<file path="config.mk">
export PLATFORM = sky130hd
export DESIGN_NAME = ordered_list_engine_with_bulk_ops_unit
export DESIGN_NICKNAME = d
export VERILOG_FILES = /design/src/sv/olist_pkg.sv /design/src/sv/olist_cell.sv /design/src/sv/olist_alu.sv /design/src/sv/ordered_list_engine_with_bulk_ops_unit.sv
export SDC_FILE = /design/constraint.sdc
export NUM_CORES = 2
export LEC_CHECK = 0
export BUFFER_PORTS_ARGS = -buffer_cell sky130_fd_sc_hd__buf_2
export CAP_MARGIN = 0
export CORE_MARGIN = 5
export CORE_UTILIZATION = 65
export CTS_CLUSTER_DIAMETER = 60
export DETAILED_ROUTE_END_ITERATION = 8
export PLACE_DENSITY = 0.86
export SYNTH_ARGS = -nofsm -noshare
export SYNTH_HDL_FRONTEND = slang
export SYNTH_SLANG_ARGS = --single-unit
</file>
<file path="constraint.sdc">
create_clock -name clock -period 11.2 [get_ports clock]
set_input_delay 0.56 -clock clock [delete_from_list [all_inputs] [get_ports clock]]
set_output_delay 0.56 -clock clock [all_outputs]
set_load 0.01 [all_outputs]
</file>
<file path="src/sv/olist_pkg.sv">
// Shared codes and types for the ordered list engine.
// No dependencies; used by every other file of the block.
`default_nettype none
package olist_pkg;

   // Default list capacity
   localparam int CAPACITY_DEFAULT = 16;

   // Request codes
   localparam logic [2:0] REQ_APPEND = 3'd0;
   localparam logic [2:0] REQ_REMOVE = 3'd1;
   localparam logic [2:0] REQ_ADD    = 3'd2;
   localparam logic [2:0] REQ_MUL    = 3'd3;
   localparam logic [2:0] REQ_COMB   = 3'd4;
   localparam logic [2:0] REQ_DUMP   = 3'd5;

   // Status codes
   localparam logic [1:0] ST_OK       = 2'd0;
   localparam logic [1:0] ST_NOTFOUND = 2'd1;
   localparam logic [1:0] ST_FULL     = 2'd2;
   localparam logic [1:0] ST_EMPTY    = 2'd3;

   // Per-cell controls
   typedef struct packed {
      logic shift;   // take the neighbor's value
      logic load;    // take the appended value
   } cell_ctrl_type;

endpackage
`default_nettype wire

</file>
<file path="src/sv/olist_cell.sv">
// One storage cell of the list ring: holds one entry.
// Depends on olist_pkg for the control struct.
`default_nettype none
module olist_cell (
   input  wire logic                   clock,
   input  wire olist_pkg::cell_ctrl_type ctrl,
   input  wire logic [31:0]            nbr_d,
   input  wire logic [31:0]            load_d,
   output logic [31:0]                 q
);

   logic [31:0] entry_ff;
   logic [31:0] entry_in;

   // Select shift from neighbor, load, or hold
   always_comb begin
      entry_in = entry_ff;
      if (ctrl.shift) begin
         entry_in = nbr_d;
      end else if (ctrl.load) begin
         entry_in = load_d;
      end
   end

   always_ff @(posedge clock) begin
      entry_ff <= entry_in;
   end

   assign q = entry_ff;

endmodule
`default_nettype wire

</file>
<file path="src/sv/olist_alu.sv">
// Bulk operation unit on the ring's feedback path (head cell to tail cell).
// Depends on olist_pkg for request codes.
`default_nettype none
module olist_alu (
   input  wire logic [2:0]  op,
   input  wire logic        in_use,
   input  wire logic [31:0] entry,
   input  wire logic [31:0] operand,
   output logic [31:0]      result
);

   logic [31:0] sum;
   logic [31:0] prod;

   // Wrap modulo 2^32
   assign sum  = entry + operand;
   assign prod = entry * operand;

   // Apply the operation to live entries, pass everything else
   always_comb begin
      result = entry;
      if (in_use) begin
         case (op)
            olist_pkg::REQ_ADD:  result = sum;
            olist_pkg::REQ_MUL:  result = prod;
            olist_pkg::REQ_COMB: result = sum + prod;
            default:             result = entry;
         endcase
      end
   end

endmodule
`default_nettype wire

</file>
<file path="src/sv/ordered_list_engine_with_bulk_ops_unit.sv">
// Top level of the ordered list engine: control, cell ring and operation unit.
// Depends on olist_pkg, olist_cell and olist_alu.
`default_nettype none
// Keeps up to CAPACITY signed 32-bit entries in order in a ring of cells that
// rotates toward the head, with the operation unit between head and tail.
// A request is taken when start is high and busy is low. Append and a dump of
// an empty list answer in the next cycle and leave busy low. Remove,
// add/multiply/combined-all and a dump of a non-empty list rotate the ring
// once, one entry passing the head cell per cycle; a remove that finds
// its key then closes the gap. Dump results come one per cycle
// during the rotation. Each result appears on the rsp_ ports for exactly one
// cycle with rsp_valid high and cannot be held off by the receiver. Codes 6
// and 7 are taken and give no result.
module ordered_list_engine_with_bulk_ops_unit #(
   parameter int CAPACITY = olist_pkg::CAPACITY_DEFAULT
) (
   input  wire logic               clock,
   input  wire logic               reset,
   input  wire logic               start,
   output logic                    busy,
   input  wire logic [2:0]         req_type,
   input  wire logic signed [31:0] req_value,
   output logic                    rsp_valid,
   output logic [1:0]              rsp_status,
   output logic signed [31:0]      rsp_element,
   output logic [3:0]              rsp_position,
   output logic                    rsp_last,
   output logic [4:0]              rsp_entry_count
);

   localparam int IW = (CAPACITY > 1) ? $clog2(CAPACITY) : 1;
   localparam int CW = $clog2(CAPACITY + 1);

   typedef enum logic [1:0] {IDLE, ROTATE, COMPACT} state_type;

   state_type   state_ff;
   logic [CW-1:0] used_ff;
   logic [2:0]  op_ff;
   logic [31:0] key_ff;
   logic [IW-1:0] step_ff;
   logic        found_ff;
   logic [IW-1:0] match_ff;

   logic        rsp_valid_ff;
   logic [1:0]  rsp_status_ff;
   logic [31:0] rsp_element_ff;
   logic [IW-1:0] rsp_pos_ff;
   logic        rsp_last_ff;
   logic [CW-1:0] rsp_count_ff;

   logic [31:0] cell_q [CAPACITY];
   olist_pkg::cell_ctrl_type cell_ctrl [CAPACITY];
   logic [31:0] alu_out;

   logic          rotating;
   logic          compacting;
   logic          append_go;
   logic [CW-1:0] step_ext;
   logic          in_use;
   logic          is_bulk;
   logic          hit;
   logic          last_step;
   logic          dump_last;

   // Decode control for this cycle
   assign rotating   = (state_ff == ROTATE);
   assign compacting = (state_ff == COMPACT);
   assign append_go  = (state_ff == IDLE) && start && (req_type == olist_pkg::REQ_APPEND)
                       && (used_ff != CW'(CAPACITY));
   assign step_ext   = CW'(step_ff);
   assign in_use     = step_ext < used_ff;
   assign is_bulk    = (op_ff inside {olist_pkg::REQ_ADD, olist_pkg::REQ_MUL,
                                      olist_pkg::REQ_COMB});
   assign hit        = rotating && (op_ff == olist_pkg::REQ_REMOVE) && in_use && !found_ff
                       && (cell_q[0] == key_ff);
   assign last_step  = (step_ff == IW'(CAPACITY - 1));
   assign dump_last  = (CW'(step_ext + CW'(1)) == used_ff);

   // Operation unit on the feedback path
   olist_alu u_alu (
      .op      (op_ff),
      .in_use  (rotating && in_use && is_bulk),
      .entry   (cell_q[0]),
      .operand (key_ff),
      .result  (alu_out)
   );

   // Ring of cells, each handing its entry toward the head
   for (genvar k = 0; k < CAPACITY; k++) begin : g_cell
      logic [31:0] nbr;
      if (k < CAPACITY - 1) begin : g_mid
         assign nbr = cell_q[k+1];
      end else begin : g_tail
         assign nbr = alu_out;
      end
      assign cell_ctrl[k].shift = rotating || (compacting && (CW'(k) >= CW'(match_ff)));
      assign cell_ctrl[k].load  = append_go && (used_ff == CW'(k));
      olist_cell u_cell (
         .clock  (clock),
         .ctrl   (cell_ctrl[k]),
         .nbr_d  (nbr),
         .load_d (req_value),
         .q      (cell_q[k])
      );
   end

   // Sequence requests and register results
   always_ff @(posedge clock) begin
      if (reset) begin
         state_ff     <= IDLE;
         used_ff      <= '0;
         found_ff     <= 1'b0;
         rsp_valid_ff <= 1'b0;
      end else begin
         rsp_valid_ff   <= 1'b0;
         rsp_element_ff <= '0;
         rsp_pos_ff     <= '0;
         rsp_last_ff    <= 1'b1;
         rsp_status_ff  <= olist_pkg::ST_OK;
         rsp_count_ff   <= used_ff;
         case (state_ff)
            IDLE: begin
               if (start) begin
                  op_ff    <= req_type;
                  key_ff   <= req_value;
                  step_ff  <= '0;
                  found_ff <= 1'b0;
                  case (req_type)
                     olist_pkg::REQ_APPEND: begin
                        rsp_valid_ff <= 1'b1;
                        if (used_ff == CW'(CAPACITY)) begin
                           rsp_status_ff <= olist_pkg::ST_FULL;
                        end else begin
                           used_ff      <= CW'(used_ff + CW'(1));
                           rsp_count_ff <= CW'(used_ff + CW'(1));
                        end
                     end
                     olist_pkg::REQ_REMOVE, olist_pkg::REQ_ADD,
                     olist_pkg::REQ_MUL, olist_pkg::REQ_COMB: begin
                        state_ff <= ROTATE;
                     end
                     olist_pkg::REQ_DUMP: begin
                        if (used_ff == '0) begin
                           rsp_valid_ff  <= 1'b1;
                           rsp_status_ff <= olist_pkg::ST_EMPTY;
                        end else begin
                           state_ff <= ROTATE;
                        end
                     end
                     default: ;
                  endcase
               end
            end
            ROTATE: begin
               step_ff <= IW'(step_ff + IW'(1));
               if (hit) begin
                  found_ff <= 1'b1;
                  match_ff <= step_ff;
               end
               // Emit one dump result per live entry at the head
               if ((op_ff == olist_pkg::REQ_DUMP) && in_use) begin
                  rsp_valid_ff   <= 1'b1;
                  rsp_element_ff <= cell_q[0];
                  rsp_pos_ff     <= step_ff;
                  rsp_last_ff    <= dump_last;
               end
               if (last_step) begin
                  state_ff <= IDLE;
                  case (op_ff)
                     olist_pkg::REQ_REMOVE: begin
                        if (found_ff || hit) begin
                           state_ff <= COMPACT;
                        end else begin
                           rsp_valid_ff  <= 1'b1;
                           rsp_status_ff <= olist_pkg::ST_NOTFOUND;
                        end
                     end
                     olist_pkg::REQ_DUMP: ;
                     default: begin
                        rsp_valid_ff <= 1'b1;
                     end
                  endcase
               end
            end
            COMPACT: begin
               used_ff      <= CW'(used_ff - CW'(1));
               rsp_count_ff <= CW'(used_ff - CW'(1));
               rsp_valid_ff <= 1'b1;
               state_ff     <= IDLE;
            end
            default: begin
               state_ff <= IDLE;
            end
         endcase
      end
   end

   // Drive outputs, fitting the field widths
   logic [IW+3:0] pos_ext;
   logic [CW+4:0] cnt_ext;
   assign pos_ext         = {4'b0, rsp_pos_ff};
   assign cnt_ext         = {5'b0, rsp_count_ff};
   assign busy            = (state_ff != IDLE);
   assign rsp_valid       = rsp_valid_ff;
   assign rsp_status      = rsp_status_ff;
   assign rsp_element     = rsp_element_ff;
   assign rsp_position    = pos_ext[3:0];
   assign rsp_last        = rsp_last_ff;
   assign rsp_entry_count = cnt_ext[4:0];

   // Fill count never exceeds capacity
   a_used_bound: assert property (@(posedge clock) disable iff (reset)
      used_ff <= CW'(CAPACITY))
      else $error("entry count above capacity");

   // An empty status always reports an empty list
   a_empty_count: assert property (@(posedge clock) disable iff (reset)
      (rsp_valid && (rsp_status == olist_pkg::ST_EMPTY)) |-> (rsp_entry_count == 5'd0))
      else $error("empty status with entries");

   // Gap closing always answers in the next cycle and shrinks the list
   a_compact_rsp: assert property (@(posedge clock) disable iff (reset)
      compacting |=> (rsp_valid && (rsp_status == olist_pkg::ST_OK)
                      && (used_ff == CW'($past(used_ff) - CW'(1)))))
      else $error("remove did not complete");

   // An accepted append with room grows the list by one
   a_append_grow: assert property (@(posedge clock) disable iff (reset)
      append_go |=> (used_ff == CW'($past(used_ff) + CW'(1))))
      else $error("append did not grow list");

endmodule
`default_nettype wire
</file>
Yosys cells after proc, flatten, opt, wreduce, memory -nomap -nowiden

Cells that the tools add are included.
W data, S select, Z words.

Register bits: 608
Word-level logic and storage cells: 244

Add/sub/neg operators: 6
Multiplexer cells: 66
$lt $le $gt $ge: 16
Multiply operators: 1
Equal/unequal tests: 37
Reductions and logical operators: 88
Bitwise gates (word level): 1

Operators by type and width:

| cell                 | number |
|---|---|
| $mux W32             | 33 |
| $pmux W32 S3         | 1 |
| $add A32 B32 Y32     | 2 |
| $logic_and A1 B1 Y1  | 41 |
| $eq A5 B4 Y1 const B | 8 |
| $reduce_bool A2 Y1   | 18 |
| $eq A32 B32 Y1       | 1 |
| $mul A32 B32 Y32     | 1 |
| $ge A4 B4 Y1 const A | 7 |
| $eq A5 B3 Y1 const B | 4 |
| $logic_or A1 B1 Y1   | 17 |
| $ge A3 B4 Y1 const A | 4 |
| $mux W2              | 8 |
| $pmux W2 S2          | 4 |
| $mux W5              | 3 |
| $eq A3 B2 Y1 const B | 4 |
| $eq A3 B3 Y1 const B | 4 |
| $reduce_and A3 Y1    | 4 |
| $eq A5 B2 Y1 const B | 2 |
| $mux W1              | 10 |
| $pmux W5 S2          | 1 |
| $ge A1 B4 Y1 const A | 2 |
| $ge A2 B4 Y1 const A | 2 |
| $pmux W4 S2          | 1 |
| other kinds (29)     | 33 |

Logic depth before layout (Yosys ltp)

Word-level depth: 10
Gate-level depth with buffers: 37

Modules after synthesis

Synthesis repeated with hierarchy kept, for this count alone.

Cell total of the unflattened synthesis: 3773
Area total of the unflattened synthesis: 48183.7 um^2

Modules (own cells, without submodules):

| module                                 | cells an instance | instances | area an instance (um^2) |
|---|---|---|---|
| olist_cell                             | 69                | 16        | 1507.7 |
| olist_alu                              | 2284              | 1         | 19384.8 |
| ordered_list_engine_with_bulk_ops_unit | 385               | 1         | 4675.7 |

Worst setup path after synthesis

No wires, ideal clock.

Kind: register to register
Start point: reg key_ff[2]
End point: reg g_cell[15].u_cell.entry_ff[31] (data pin)
Path buffers: 2
Stages on the path, launching flop included: 35
Path slack: 2573 ps
Arrival time: 8366 ps
Library setup time: 261 ps
Required time: 10939 ps
Clock period less this slack: 8627 ps
Cells stage by stage: edfxtp_1 > clkbuf_1 > clkbuf_1 > and2_1 > fa_1 > inv_1 > fa_1 > fa_1 > fa_1 > inv_1 > fa_1 > inv_1 > fa_1 > inv_1 > fa_1 > fa_1 > ha_1 > or3_1 > o21ai_0 > a21oi_1 > a21o_1 > a21oi_1 > xnor2_1 > ha_1 > a21oi_1 > o211ai_1 > a221oi_1 > o21ai_0 > a41oi_1 > nor4b_2 > o31ai_1 > xor2_1 > xnor2_1 > nand2_1 > a31oi_1

Word-level cells in the longest chain between the ends: 5
Elaborated cells on any way between the ends: 6
Those cells by class: 2 x add/sub; 1 x mul; 3 x mux

Ends and longest elaborated chain:

| element                                              | line                                          | source |
|---|---|---|
| from (decl)                                          | ordered_list_engine_with_bulk_ops_unit.sv:39  | `logic [31:0] key_ff;` |
| from (signal assigned)                               | ordered_list_engine_with_bulk_ops_unit.sv:125 | `key_ff <= req_value;` |
| $mul A32 B32 Y32 or $add A32 B32 Y32 (tied branches) | olist_alu.sv:17, olist_alu.sv:16              |  |
| $add A32 B32 Y32                                     | olist_alu.sv:26                               | `olist_pkg::REQ_COMB: result = sum + prod;` |
| $pmux W32 S3 *                                       | olist_alu.sv:23                               | `case (op)` |
| $mux W32 *                                           | olist_alu.sv:22                               | `if (in_use) begin` |
| $mux W32 *                                           | olist_cell.sv:18                              | `if (ctrl.shift) begin` |
| via g_cell[15].u_cell.entry_in[31]                   | olist_cell.sv:13                              | `logic [31:0] entry_in;` |
| to (signal assigned)                                 | olist_cell.sv:26                              | `entry_ff <= entry_in;` |
| to (decl)                                            | olist_cell.sv:12                              | `logic [31:0] entry_ff;` |

The timed path passes the listed nets; every way through them passes the cells marked *.
A chain may end at the register's enable or synchronous reset.

Final worst setup path

Ends and elaborated chain as after synthesis.

==> impl_metrics.env <==
export IMPL_post_cts_resized=0
export IMPL_grt_pass1_vias=31900
export IMPL_slowest_delay_ps=820
export IMPL_fmax_ghz=0.102
export IMPL_dieArea_um2=74700
export IMPL_status="finished clean"
export IMPL_initial_core_util_pct=65.6
export IMPL_holdBufCountCts=0
export IMPL_synth_area_per_cell_um2=11.8
export IMPL_syn_to_final_growth_pct=8.55
export IMPL_cp_required_ps=11570
export IMPL_viasPerCell=6.38
export IMPL_crit_type="register to register"
export IMPL_fp_row_count=96
export IMPL_syn_num_nets=4456
export IMPL_relSlewSlack_pct=15.9
export IMPL_ys_flop_type="edfxtp_1"
export IMPL_cts_root_buffer="clkbuf_16"
export IMPL_slowest_stage="edfxtp_1"
export IMPL_drt_pass1_iter_count=8
export IMPL_worstMarginPinSlew_ps=1260
export IMPL_grt_max_degree=55
export IMPL_slew_viol_final=0
export IMPL_path_max_fanout=30
export IMPL_cts_max_level=3
export IMPL_ys_seq_area_share_pct=40.3
export IMPL_cap_violations=0
export IMPL_cts_buffers=68
export IMPL_setup_tns_ps=0
export IMPL_min_period_ps=9790
export IMPL_dieHeight_um=273
export IMPL_drc=0
export IMPL_synth_distinct_cells=72
export IMPL_hold_viol=0
export IMPL_clockBufferDepth=3
export IMPL_ant_nets=0
export IMPL_die_w_um=273
export IMPL_wl_um=124000
export IMPL_ys_warn_count=0
export IMPL_coreArea_um2=68700
export IMPL_finClkSkew_ps=33.7
export IMPL_synth_seq_cells=608
export IMPL_setup_viol=0
export IMPL_cts_sinks=608
export IMPL_worst_setup_path_end_kind="register"
export IMPL_ios=84
export IMPL_wire_per_inst_um=26.0
export IMPL_fin_crit_sh_pct=87.4
export IMPL_fin_nets=4452
export IMPL_grtUsageTotal_pct=33.7
export IMPL_gp_congestion=1.02
export IMPL_grt_pass1_wl_um=191000
export IMPL_critical_path_arrival_ps=10160
export IMPL_antenna_found_initial=11
export IMPL_async_flop_share_pct=0
export IMPL_port_buffers=83
export IMPL_nFillCells=4510
export IMPL_path_common_cell="fa_1"
export IMPL_via_count=30500
export IMPL_cts_tree="yes"
export IMPL_min_path_type="input pin to register"
export IMPL_synth_edf_count=599
export IMPL_rsz0062_at_grt="no"
export IMPL_clkLatencyLatePin_ps=640
export IMPL_hold_ws_ps=162
export IMPL_cts_setup_buffers=0
export IMPL_clk_pin_slew_ps=60
export IMPL_syn_cell_area_um2=45100
export IMPL_startpoint_type="register"
export IMPL_grt_overflow_total=0
export IMPL_dp_hpwl_um=87000
export IMPL_drive_gt1_share_pct=19.7
export IMPL_synth_cells=3808
export IMPL_drt_initial_drc_count=3428
-- final cells by class --
cell class,instances,area (um2),area share [%]
diodes,2,5.00,0.0102
clock buffers,72,1720,3.51
clock inverters,49,603,1.23
inverters,448,1680,3.44
multi-input cells,2532,24700,50.5
flip-flops and latches,608,18200,37.1
well taps,931,1160,2.38
repair buffers,146,888,1.82
-- worst paths after layout --
check                    from                       to  slack, ps  cells after the start
setup reg to reg    key_ff[2]  g_cell[15].u_cell.q[31]       1410                     32
hold / removal    req_type[0]                 op_ff[0]        160                      1
setup / recovery    key_ff[2]  g_cell[15].u_cell.q[31]       1410                     32
hold reg to reg   state_ff[1]              state_ff[1]        500                      2
-- flip-flops by register name (all words and copies together) (netlist names) --
signal,flops
rsp_entry_count,5
state_ff,2
key_ff,32
rsp_valid,1
step_ff,4
rsp_last,1
rsp_status,2
rsp_position,4
g_cell.u_cell.q,512
rsp_element,32
op_ff,3
found_ff,1
used_ff,5
match_ff,4
-- worst max-delay path: cells and delay by family, from the launching register on --
family | cells | cell delay, ps
simple gates | 4 | 1140
flops | 1 | 820
xor+xnor | 3 | 480
buf+inv | 4 | 200
compound gates | 11 | 2110
fa+ha+maj | 10 | 4730
-- synthesized netlist by cell type, types with 13 or more instances --
master      n  area share (%)
nand2b_1   17            0.24
xnor2_1   113             2.2
xor2_1     42            0.82
mux2_2    452              11
o21ai_0    94             1.0
nand2_1   392             3.3
inv_1     446             3.7
clkbuf_1  212             1.8
nand3_1    20            0.22
edfxtp_1  599              40
fa_1      410              18
a31oi_1    15            0.21
and2_1    318             4.4
a21o_1     34            0.57
o21a_1     13            0.22
a21oi_1   106             1.2
nor2_1     76            0.63
mux2i_1    19            0.42
a211oi_1   13            0.22
nor2b_1    18            0.25
o21ai_1    15            0.17
o211ai_1   23            0.38
ha_1      200             5.6
-- per-stage QoR --
stage                     utilization, %  area, um2  instances  setup WS, ps
after floorplan                        -      45100       3808          2570
after global placement              67.8      46600       4665          1730
after detailed placement            67.8      46600       4665          1590
after CTS                           71.2      48900       4786          1590
after global routing                71.2      48900       4788           969
final                               71.2      48900       4788          1410
-- layer usage --
| metal | global-route usage [%] | up-vias | wire length, um |
|---|---|---|---|
| met3 | 7.08 | 471 | 12000 |
| li1 | - | 12800 | - |
| met4 | 18.5 | 10 | 8380 |
| met1 | 42.3 | 15400 | 44200 |
| met2 | 55.2 | 1823 | 59800 |
| met5 | 0 | - | 86 |
-- logic make-up (layout without fill, tap and decap cells) --
kind of cell             count (synthesis)  in the layout  share of synthesized area [%]
AND/OR/NAND/NOR                        905            905                           9.97
buffers and inverters                  668            715                           5.58
adder cells (fa/ha/maj)                610            610                           23.8
flip-flops                             608            608                           40.3
multiplexers                           471            471                           11.7
AO/OA/AOI/OAI                          391            391                           5.64
XOR/XNOR                               155            155                           3.01
other                                    0              2                              0
-- cell usage in the layout, fill, tap and decap left out, types with 13 or more instances in the layout --
cell type and n:
edfxtp_1 599, mux2_2 452, inv_1 445, fa_1 410
nand2_1 391, and2_1 318, ha_1 200, xnor2_1 113
a21oi_1 97, buf_2 83, o21ai_0 81, nor2_1 73
clkbuf_16 68, buf_4 63, xor2_1 42, a21o_1 34
o211ai_1 23, nand3_1 20, mux2i_1 19, nor2b_1 18
nand2b_1 17, a31oi_1 15, o21ai_1 15, o21a_1 13
clkinv_1 13
Power is not shown: default switching activity piles up to over one toggle a cycle in this logic, so the estimate is an artifact.
